[src/rtl/rkr_pkg.sv]
// ----------------------------------------------------------------------------
// rkr_pkg: shared types and constants
// Word layouts, status codes and the divider control struct.
// ----------------------------------------------------------------------------
package rkr_pkg;
	localparam int unsigned KeyBits = 32;

	typedef enum logic [1:0] {
		ST_OK        = 2'd0,
		ST_NOFACTOR  = 2'd1,
		ST_NOINVERSE = 2'd2
	} status_t;

	typedef struct packed {
		logic [KeyBits-1:0] modulus;
		logic [KeyBits-1:0] public_exponent;
		logic [KeyBits-1:0] ciphertext;
	} in_word_t;

	typedef struct packed {
		logic [1:0]  status;
		logic [15:0] factor_p;
		logic [30:0] factor_q;
		logic [31:0] private_exponent;
		logic [31:0] plaintext;
	} out_word_t;

	// divider request: 64-bit dividend, 32-bit divisor
	typedef struct packed {
		logic        start;
		logic [63:0] dividend;
		logic [31:0] divisor;
	} div_req_t;

	typedef struct packed {
		logic        done;
		logic [63:0] quotient;
		logic [31:0] remainder;
	} div_rsp_t;
endpackage

[src/rtl/rkr_div.sv]
// ----------------------------------------------------------------------------
// rkr_div: radix-2 restoring divider
// 64 by 32 bit unsigned division, one quotient bit per cycle.
// ----------------------------------------------------------------------------
module rkr_div (
	input  logic              clk,
	input  logic              arst_n,
	input  rkr_pkg::div_req_t req,
	output rkr_pkg::div_rsp_t rsp
);
	logic [63:0] quo_q;
	logic [32:0] rem_q;
	logic [31:0] dsr_q;
	logic [6:0]  cnt_q;
	logic        busy_q;
	logic        done_q;
	logic [32:0] shifted;
	logic [33:0] diff;

	assign shifted = {rem_q[31:0], quo_q[63]};
	assign diff    = {1'b0, shifted} - {2'b0, dsr_q};

	always_ff @(posedge clk or negedge arst_n) begin
		if (!arst_n) begin
			busy_q <= 1'b0;
			done_q <= 1'b0;
			cnt_q  <= '0;
		end else begin
			done_q <= 1'b0;
			if (req.start) begin
				busy_q <= 1'b1;
				cnt_q  <= 7'd64;
			end else if (busy_q) begin
				cnt_q <= cnt_q - 7'd1;
				if (cnt_q == 7'd1) begin
					busy_q <= 1'b0;
					done_q <= 1'b1;
				end
			end
		end
	end

	always_ff @(posedge clk) begin
		if (req.start) begin
			quo_q <= req.dividend;
			rem_q <= '0;
			dsr_q <= req.divisor;
		end else if (busy_q) begin
			if (!diff[33]) begin
				rem_q <= diff[32:0];
				quo_q <= {quo_q[62:0], 1'b1};
			end else begin
				rem_q <= shifted;
				quo_q <= {quo_q[62:0], 1'b0};
			end
		end
	end

	assign rsp.done      = done_q;
	assign rsp.quotient  = quo_q;
	assign rsp.remainder = rem_q[31:0];
endmodule

[config.mk]
export PLATFORM = sky130hd
export DESIGN_NAME = rkr_div
export DESIGN_NICKNAME = d
export VERILOG_FILES = /design/src/rtl/rkr_pkg.sv /design/src/rtl/rkr_div.sv
export SDC_FILE = /design/constraint.sdc
export NUM_CORES = 1
export LEC_CHECK = 0
export ABC_AREA = 0
export BUFFER_PORTS_ARGS = -buffer_cell sky130_fd_sc_hd__buf_2
export CORE_UTILIZATION = 57
export CTS_CLUSTER_SIZE = 25
export DETAILED_ROUTE_END_ITERATION = 12
export PLACE_DENSITY_LB_ADDON = 0.12
export SLEW_MARGIN = 20
export SYNTH_ARGS = -nofsm -noshare
export SYNTH_HDL_FRONTEND = slang
export SYNTH_SLANG_ARGS = --single-unit
[constraint.sdc]
create_clock -name clk -period 7.21 [get_ports clk]
set_input_delay 0.3605 -clock clk [delete_from_list [all_inputs] [get_ports clk]]
set_output_delay 0.3605 -clock clk [all_outputs]
set_load 0.005 [all_outputs]
==> impl_metrics.toml, run 1 <==
[clocking]
cts_made_buffers = 17
insertion_delay_ps = 420
clkSinkCount = 137
cts.root.buffer_cell = "sky130_fd_sc_hd__clkbuf_16"
cts.clk_slew.worst_paths_ps = 60
cts_resized = 0
cts_buffer_depth = 2
tritoncts = "done"
cts_max_level = 4

[die]
die_height_um = 114
std_cell_rows = 40
core_area_um2 = 12200
initial_core_util_pct = 59.3
die_outline_area_um2 = 13100
die_x_um = 114
top_level_ports = 196

[detailed_routing]
avgRoutedWirePerCell_um = 16.3
route.vias.total = 5484
final_ant_viol_nets = 0
drt_drc_violations_left = 0
dr.first_iter.drc_count = 318
route.detailed.vias_per_inst = 5.54
dr.pass1.iters = 4
total_wirelength_mm = 16.2

[finish]
fillCellCount = 892
insertedDiodeCount = 0
drive_above_1_share_pct = 36.8
area_taken_by_multi_input_logic_gates_um2 = 3180
area.sequential_um2 = 3750
fin_nets = 942
area_growth_pct = 23.7

[synthesis]
synth_top_area_share_pct = 40.0
synth_most_common_cell = "sky130_fd_sc_hd__edfxtp_1"
async_reset_ff_share_pct = 6.57
synth_cells = 619
synthesis_warning_total = 0
post_synth.cell_area_avg_um2 = 11.7
synthTopCellsByArea = "sky130_fd_sc_hd__edfxtp_1 40%, sky130_fd_sc_hd__mux2_2 10%, sky130_fd_sc_hd__dfxtp_1 8.9%"
ys_seq_area_share_pct = 52.0
ys_types = 53
synth_enable_flop_cells = 96
ys_ff_latch = 137
mappedNetlistArea_um2 = 7210
synth_nets = 753
synth-main-ff-cell = "sky130_fd_sc_hd__edfxtp_1"
synth.top_cells.by_count = "96 x sky130_fd_sc_hd__edfxtp_1, 64 x sky130_fd_sc_hd__mux2_2, 52 x sky130_fd_sc_hd__nor2_1, 41 x sky130_fd_sc_hd__inv_1, 34 x sky130_fd_sc_hd__ha_1"
synth_area_leader_cell = "sky130_fd_sc_hd__edfxtp_1"

[min_path]
hold_path.class = "input port to flop"

[worst_setup_path]
crit_fanout = 21
setup.worst_path.end = "rem_q[17]"
crit_path_cell_trace = "inv_1, ha_1, nor2b_1, o31a_1, o31a_1, a211o_1, a21oi_2, o31ai_2, a211o_1, buf_4, mux2i_1, a211oi_1"
r2r-end = "rem_q[17]"
launching_instance_or_port_of_the_critical_path = "dsr_q[1]"
timing.critical_path.depth = 12
cp_top_family = "compound AO/OA/AOI/OAI gates"
setup.worst_path.end_class = "flop"
worst_setup_path_category = "flop to flop"
critical_path.max_stage_delay_ps = 510
rrSetupSlack_ps = 3670
critPathBufInv = 2
worst_ep_required_time_ps = 7520
cp_slowest_cell = "sky130_fd_sc_hd__a211o_1"
worstReg2RegStart = "dsr_q[1]"
reg2reg_depth = 12
timing.critical_path.from_type = "flop"
cp_data_arrival_time_ps = 3840

[timing]
timing.final.setup_violations = 0
fin_worst_skew_ps = 12.1
setup_tns_ps = 0
min_period_over_period_pct = 49.1
slew_headroom_pct = 37.1
tightestPinTransition_ps = 944
slew_violations = 0
hold_violations = 0
max_clock_freq_ghz = 0.283
grt_setup_unrepaired = "no"
period_needed_ps = 3540

[pwr]
power_mw = 3.36
peakVddDrop_uv = 188
static-leakage-power_nw = 4.03
power_density_nw_per_um2 = 376

[placement]
gp_congestion = 0.842
placement.io_buffers = 195
dp_hpwl_mm = 11.4

[job]
cap_violations = 0

[grt]
grt_pass1_wl_mm = 25.9
global_route.usage.total_pct = 25.6
via_count_of_the_first_global_routing_pass = 5432
number_of_antenna_violations_at_the_first_check_in_global_routing = 0
global_route.overflow_total = 0
maximum_number_of_pins_on_one_net_before_global_route_repair = 84

[outcome]
run_status = "complete, no violations"
==> how the worst min path moves through the flow <==
stage / from / cells past startpoint / endpoint / slack (ps)
floorplan: arst_n / 0 / busy_q / 60
global placement: arst_n / 1 / cnt_q[4] / 220
detailed placement: arst_n / 1 / cnt_q[4] / 230
CTS: req[26] / 1 / dsr_q[26] / 90
global route: req[24] / 1 / dsr_q[24] / 90
finish: req[24] / 1 / dsr_q[24] / 110
==> routing by layer <==
layer  global-route usage [%]  vias up  share of wire, %
met3                     8.36       33               7.0
met5                        0        -                 0
met1                     30.1     2619                41
met4                     10.4        0               1.9
li1                         -     2661                 -
met2                     43.4      171                50
==> cells by family (layout without fill, tap and decap cells) <==
| group | Yosys count | after routing | synth area share, % |
|---|---|---|---|
| buffers and inverters | 71 | 273 | 3.96 |
| muxes | 91 | 91 | 13.7 |
| and+or+nand+nor | 119 | 119 | 7.62 |
| DFF | 137 | 137 | 52.0 |
| xor gates and xnor gates | 32 | 32 | 3.89 |
| adders and majority gates | 35 | 35 | 6.18 |
| AOI/OAI and AO/OA | 134 | 134 | 12.6 |
==> stage by stage <==
step | cells | worst slack [ps] | utilization [%] | hold WS [ps] | instance area [um2]
2_1_floorplan | 619 | 4280 | - | 64.9 | 7210
3_3_place_gp | 956 | 3770 | 68.3 | 218 | 8300
3_5_place_dp | 956 | 3700 | 68.3 | 230 | 8300
4_1_cts | 989 | 3660 | 73.3 | 91.8 | 8920
5_1_grt | 989 | 3530 | 73.3 | 93.8 | 8920
6_report | 989 | 3670 | 73.3 | 106 | 8920
==> registers in the layout, indices dropped and copies added, names as in the netlist <==
signal / cells
cnt_q: 7
busy_q: 1
dsr_q: 32
rem_q: 32
quo_q: 64
done_q: 1
==> report_power, final <==
group | internal [mW] | switching (mW)
logic | 0.621 | 0.678
clock network | 0.562 | 0.330
registers | 1.03 | 0.140
total | 2.21 | 1.15
==> worst reg2reg max path, stage by stage (launching register included) <==
cell                       delay (ps)
sky130_fd_sc_hd__edfxtp_1         350
sky130_fd_sc_hd__inv_1            100
sky130_fd_sc_hd__ha_1             240
sky130_fd_sc_hd__nor2b_1          140
sky130_fd_sc_hd__o31a_1           260
sky130_fd_sc_hd__o31a_1           310
sky130_fd_sc_hd__a211o_1          360
sky130_fd_sc_hd__a21oi_2          190
sky130_fd_sc_hd__o31ai_2          120
sky130_fd_sc_hd__a211o_1          510
sky130_fd_sc_hd__buf_4            340
sky130_fd_sc_hd__mux2i_1          170
sky130_fd_sc_hd__a211oi_1         330
==> cell usage in the layout (no fill, tap or decap), types with 14 or more instances in the layout <==
master                      Yosys  layout
sky130_fd_sc_hd__a211oi_1      26      26
sky130_fd_sc_hd__a21o_1        16      16
sky130_fd_sc_hd__a21oi_1       33      33
sky130_fd_sc_hd__buf_2          3     194
sky130_fd_sc_hd__clkbuf_16      0      17
sky130_fd_sc_hd__dfxtp_1       32      32
sky130_fd_sc_hd__edfxtp_1      96      96
sky130_fd_sc_hd__ha_1          34      34
sky130_fd_sc_hd__inv_1         41      41
sky130_fd_sc_hd__mux2_2        64      64
sky130_fd_sc_hd__mux2i_1       27      27
sky130_fd_sc_hd__nand2_1       24      24
sky130_fd_sc_hd__nor2_1        52      52
sky130_fd_sc_hd__o21ai_0       14      14
sky130_fd_sc_hd__xnor2_1       20      20
==> layout make-up <==
class / instances / area share [%]
Inverter: 41 / 1.73
Sequential cell: 137 / 42.0
Clock buffer: 21 / 5.16
Tap cell: 168 / 2.36
Timing Repair Buffer: 200 / 11.4
Clock inverter: 11 / 1.66
Multi-Input combinational cell: 411 / 35.6
==> what timing repair did <==
action,CTS,global route
buffers inserted,0,0
endpoints found under the hold margin,9,0
hold buffers,1,0
(Power assumes the default switching activity.)
==> run 2, diff against run 1 <==
CORE_UTILIZATION = 53   (was 57)
clock period = 3.5 ns   (was 7.21 ns; I/O delays follow)
==> impl_metrics.toml, run 2 (synthesized netlist as in run 1, its figures left out) <==
[timing]
fin_worst_skew_ps = 9.15
period_needed_ps = 3270
min_period_over_period_pct = 93.4
slew_headroom_pct = 33.2
setup_tns_ps = 0
tightestPinTransition_ps = 1000
timing.final.setup_violations = 0
slew_violations = 0
hold_violations = 0
grt_setup_unrepaired = "no"
max_clock_freq_ghz = 0.306

[clocking]
cts_max_level = 4
clkSinkCount = 137
tritoncts = "done"
cts.clk_slew.worst_paths_ps = 60
cts_buffer_depth = 2
cts.root.buffer_cell = "sky130_fd_sc_hd__clkbuf_16"
cts_made_buffers = 17
post_cts_buffers = 0
insertion_delay_ps = 420

[die]
initial_core_util_pct = 54.5
die_height_um = 119
core_area_um2 = 13200
std_cell_rows = 42
top_level_ports = 196
die_outline_area_um2 = 14100
die_x_um = 119

[pwr]
switching_power_mw = 2.39
peakVddDrop_uv = 434
power_mw = 6.89
comb_power_share_pct = 39.6
p_sw_share_pct = 34.7
clockPowerShare_pct = 25.5
power.internal_mw = 4.50
power_frac_seq_pct = 35.0
static-leakage-power_nw = 4.16
power_density_nw_per_um2 = 745

[placement]
dp_hpwl_mm = 11.6
placement.io_buffers = 195
placedCellCount = 967
detailed_place.area_um2 = 8350
gp_congestion = 0.924

[detailed_routing]
avgRoutedWirePerCell_um = 16.0
dr.first_iter.drc_count = 318
route.detailed.vias_per_inst = 5.35
route.vias.total = 5520
drt_drc_violations_left = 0
total_wirelength_mm = 16.5
final_ant_viol_nets = 0
dr.pass1.iters = 4

[grt]
maximum_number_of_pins_on_one_net_before_global_route_repair = 140
grt_pass1_wl_mm = 27.1
global_route.usage.total_pct = 24.6
via_count_of_the_first_global_routing_pass = 5745
global_route.overflow_total = 0
number_of_antenna_violations_at_the_first_check_in_global_routing = 0

[finish]
fin_nets = 977
drive_above_1_share_pct = 35.6
largest-register = "quo_q"
top_regs = "quo_q (64), dsr_q (32), rem_q (32)"
non_filler_cell_area_final_um2 = 9250
final_common_cell = "sky130_fd_sc_hd__buf_2"
commonest_non_fill_non_tap_cells_in_the_layout = "194 x sky130_fd_sc_hd__buf_2, 96 x sky130_fd_sc_hd__edfxtp_1, 64 x sky130_fd_sc_hd__mux2_2, 52 x sky130_fd_sc_hd__nor2_1, 41 x sky130_fd_sc_hd__inv_1"
final-instance-count-excl-fill = 1032
flip_flop_count_of_the_largest_register_all_copies_and_words_added = 64
insertedDiodeCount = 0
area_growth_pct = 28.3

[worst_setup_path]
crit_fanout = 15
worst_ep_required_time_ps = 3830
cp_data_arrival_time_ps = 3600
timing.critical_path.from_type = "flop"
worst_setup_path_category = "flop to flop"
setup.worst_path.end_class = "flop"

[min_path]
hold_path.class = "input port to flop"

[outcome]
run_status = "complete, no violations"

[job]
cap_violations = 0
run 2: cell types whose count changed in the layout (fill, tap and decap cells not counted), moves of 2 or more:
cell and delta:
sky130_fd_sc_hd__clkinv_4 -2, sky130_fd_sc_hd__clkinv_1 +2, sky130_fd_sc_hd__inv_6 +4, sky130_fd_sc_hd__dlygate4sd3_1 +32
sky130_fd_sc_hd__clkbuf_8 -2, sky130_fd_sc_hd__buf_4 +2
run 2: worst paths after layout:
check                          from         to  slack [ps]  cells past startpoint
hold / removal              req[70]  quo_q[38]          50                      2
setup / recovery           dsr_q[1]  rem_q[17]         230                     12
setup reg to reg           dsr_q[1]  rem_q[17]         230                     12
min in group asynchronous    arst_n   cnt_q[4]         200                      2
max in group asynchronous    arst_n     busy_q        3090                      2
hold reg to reg            cnt_q[6]   cnt_q[6]         510                      2
run 2: timing repair:
action,in CTS,in global routing
setup endpoints to repair,0,1
hold endpoints to repair,41,0
hold buffers,33,0
resized for setup,0,1
run 2: critical path, stage by stage (launching register included):
cell                       delay [ps]
sky130_fd_sc_hd__edfxtp_1         370
sky130_fd_sc_hd__inv_1            110
sky130_fd_sc_hd__ha_1             230
sky130_fd_sc_hd__nor2b_1          140
sky130_fd_sc_hd__o31a_1           270
sky130_fd_sc_hd__o31a_1           320
sky130_fd_sc_hd__a211o_1          370
sky130_fd_sc_hd__a21oi_2          190
sky130_fd_sc_hd__o31ai_2          120
sky130_fd_sc_hd__a211o_2          420
sky130_fd_sc_hd__buf_4            250
sky130_fd_sc_hd__mux2i_1          150
sky130_fd_sc_hd__a211oi_1         240
run 2: per-stage QoR:
step	worst slack, ps	hold slack (ps)	utilization, %
2_1_floorplan	571	-121	-
3_3_place_gp	356	32.6	63.0
3_5_place_dp	239	43.8	63.0
4_1_cts	224	32.3	69.9
5_1_grt	12.9	32.7	69.9
6_report	231	50.5	69.9
run 2: layout make-up:
type,count,area [um2]
Clock buffer,18,429
Clock inverter,14,145
Fill cell,1004,3990
Inverter,41,154
Multi-Input combinational cell,411,3180
Sequential cell,137,3750
Tap cell,176,220
Timing Repair Buffer,235,1370
run 2: power groups by stage:
stage / clock network [mW] / logic, mW / registers [mW]
2_1_floorplan: 0 / 1.93 / 2.40
3_3_place_gp: 0 / 2.63 / 2.41
3_5_place_dp: 0 / 2.68 / 2.43
4_1_cts: 1.79 / 2.74 / 2.41
5_1_grt: 1.85 / 3.04 / 2.46
6_report: 1.75 / 2.73 / 2.41
run 2: routing by layer:
metal  part of all wire [%]  up-vias  wire [um]  global-route usage (%)
li1                       -     2729          -                       -
met1                     41     2602       6830                    27.8
met2                     50      166       8220                    42.4
met3                    7.1       23       1160                    8.59
met4                    1.6        0        269                    9.34
met5                      0        -          0                       0
==> run 3, diff against run 2 <==
SETUP_SLACK_MARGIN = 0.3   (was not set)
==> impl_metrics.toml, run 3 (synthesized netlist as in run 1, its figures left out) <==
[clocking]
cts_buffer_depth = 2
clkSinkCount = 137
cts_max_level = 4
cts.clk_slew.worst_paths_ps = 60
cts.root.buffer_cell = "sky130_fd_sc_hd__clkbuf_16"
tritoncts = "done"
insertion_delay_ps = 430
cts_made_buffers = 17

[min_path]
min-delay-start = "req[70]"
hold_path.class = "input port to flop"
hold_path_end = "quo_q[38]"
min_path_cells = 2

[finish]
commonest_non_fill_non_tap_cells_in_the_layout = "194 x sky130_fd_sc_hd__buf_2, 96 x sky130_fd_sc_hd__edfxtp_1, 64 x sky130_fd_sc_hd__mux2_2, 52 x sky130_fd_sc_hd__nor2_1, 40 x sky130_fd_sc_hd__inv_1"
top_regs = "quo_q (64), dsr_q (32), rem_q (32)"
fin_nets = 983
area_growth_pct = 29.5
flip_flop_count_of_the_largest_register_all_copies_and_words_added = 64
largest-register = "quo_q"
finalCoreUtilization_pct = 70.5
insertedDiodeCount = 0
drive_above_1_share_pct = 36.8
final_common_cell = "sky130_fd_sc_hd__buf_2"

[worst_setup_path]
rrSetupSlack_ps = 370
worst_ep_required_time_ps = 3680
r2r-end = "quo_q[0]"
cp_data_arrival_time_ps = 3310
worst_setup_path_category = "flop to flop"
setup.worst_path.end_class = "flop"
crit_fanout = 5
reg2reg_depth = 11
timing.critical_path.from_type = "flop"
worstReg2RegStart = "dsr_q[1]"

[placement]
placement.io_buffers = 195
dpl_worst_slack_ps = 239
dp_hpwl_mm = 11.6
gp_congestion = 0.924

[timing]
timing.final.setup_violations = 0
setup_tns_ps = 0
hold_violations = 0
fin_worst_skew_ps = 14.3
tightestPinTransition_ps = 1000
setup_ws_ps = 372
slew_violations = 0
min_period_over_period_pct = 89.4
whs_ps = 43.7
slew_headroom_pct = 33.1
period_needed_ps = 3130
grt_setup_unrepaired = "yes"
max_clock_freq_ghz = 0.320

[die]
initial_core_util_pct = 54.5
die_outline_area_um2 = 14100
top_level_ports = 196
die_x_um = 119
core_area_um2 = 13200
std_cell_rows = 42
die_height_um = 119

[detailed_routing]
avgRoutedWirePerCell_um = 15.9
final_ant_viol_nets = 0
dr.first_iter.drc_count = 307
route.vias.total = 5582
route.detailed.vias_per_inst = 5.38
dr.pass1.iters = 5
drt_drc_violations_left = 0
total_wirelength_mm = 16.5

[grt]
number_of_antenna_violations_at_the_first_check_in_global_routing = 0
global_route.overflow_total = 0
global_route.usage.total_pct = 24.6
maximum_number_of_pins_on_one_net_before_global_route_repair = 140
via_count_of_the_first_global_routing_pass = 5747
grt_pass1_wl_mm = 27.1

[pwr]
power_density_nw_per_um2 = 752
peakVddDrop_uv = 435
static-leakage-power_nw = 4.19

[outcome]
run_status = "complete, no violations"

[job]
cap_violations = 0
## run 3: what timing repair did
item                                    in CTS  in global routing
endpoints found under the setup margin      16                 27
hold endpoints to repair                    41                  0
gates cloned                                 0                  0
buffers inserted                             0                  6
hold buffers                                33                  0
resized for setup                            2                 10
pin swaps                                    1                 11
## run 3: worst max-delay path: stages (launching register included)
cell	delay (ps)
sky130_fd_sc_hd__edfxtp_1	390
sky130_fd_sc_hd__inv_2	70
sky130_fd_sc_hd__ha_1	210
sky130_fd_sc_hd__nor2b_1	140
sky130_fd_sc_hd__o31a_1	270
sky130_fd_sc_hd__o31a_1	340
sky130_fd_sc_hd__a211o_1	330
sky130_fd_sc_hd__a21oi_2	220
sky130_fd_sc_hd__o31ai_4	100
sky130_fd_sc_hd__a211o_4	390
sky130_fd_sc_hd__buf_4	150
sky130_fd_sc_hd__mux2_2	270
## run 3: metal layers
layer	global-route usage (%)	routed length [um]	up-vias
li1	-	-	2740
met1	27.8	6750	2640
met2	42.4	8310	182
met3	8.59	1170	20
met4	9.34	288	0
met5	0	0	-
## run 3: worst max path at each step
stage,from,slack (ps),endpoint
after global routing,dsr_q[1],270,quo_q[0]
final,dsr_q[1],370,quo_q[0]
after global placement,dsr_q[1],360,rem_q[26]
after detailed placement,dsr_q[1],240,rem_q[17]
after CTS,dsr_q[1],340,rem_q[8]
after floorplan,dsr_q[1],570,quo_q[0]
## run 3: stage by stage
stage	instance area (um2)	power [mW]	std cells
after CTS	9260	6.94	1032
after global routing	9340	7.48	1038
after floorplan	7210	4.32	619
after global placement	8350	5.04	967
after detailed placement	8350	5.12	967
final	9340	7.02	1038
## run 3: final cells by class
cell class	count	area, um2
clock buffer	18	429
clock inverter	14	145
inverter	41	154
sequential	137	3750
multi-input combinational	411	3210
fill	997	3900
tap	176	220
timing repair buffer	241	1430
## run 3: where the power goes
group / switching [mW] / internal [mW] / leakage [nW]
Sequential: 0.297 / 2.11 / 1.36
Combinational: 1.43 / 1.42 / 2.56
Clock: 0.706 / 1.05 / 0.277
Total: 2.44 / 4.59 / 4.19
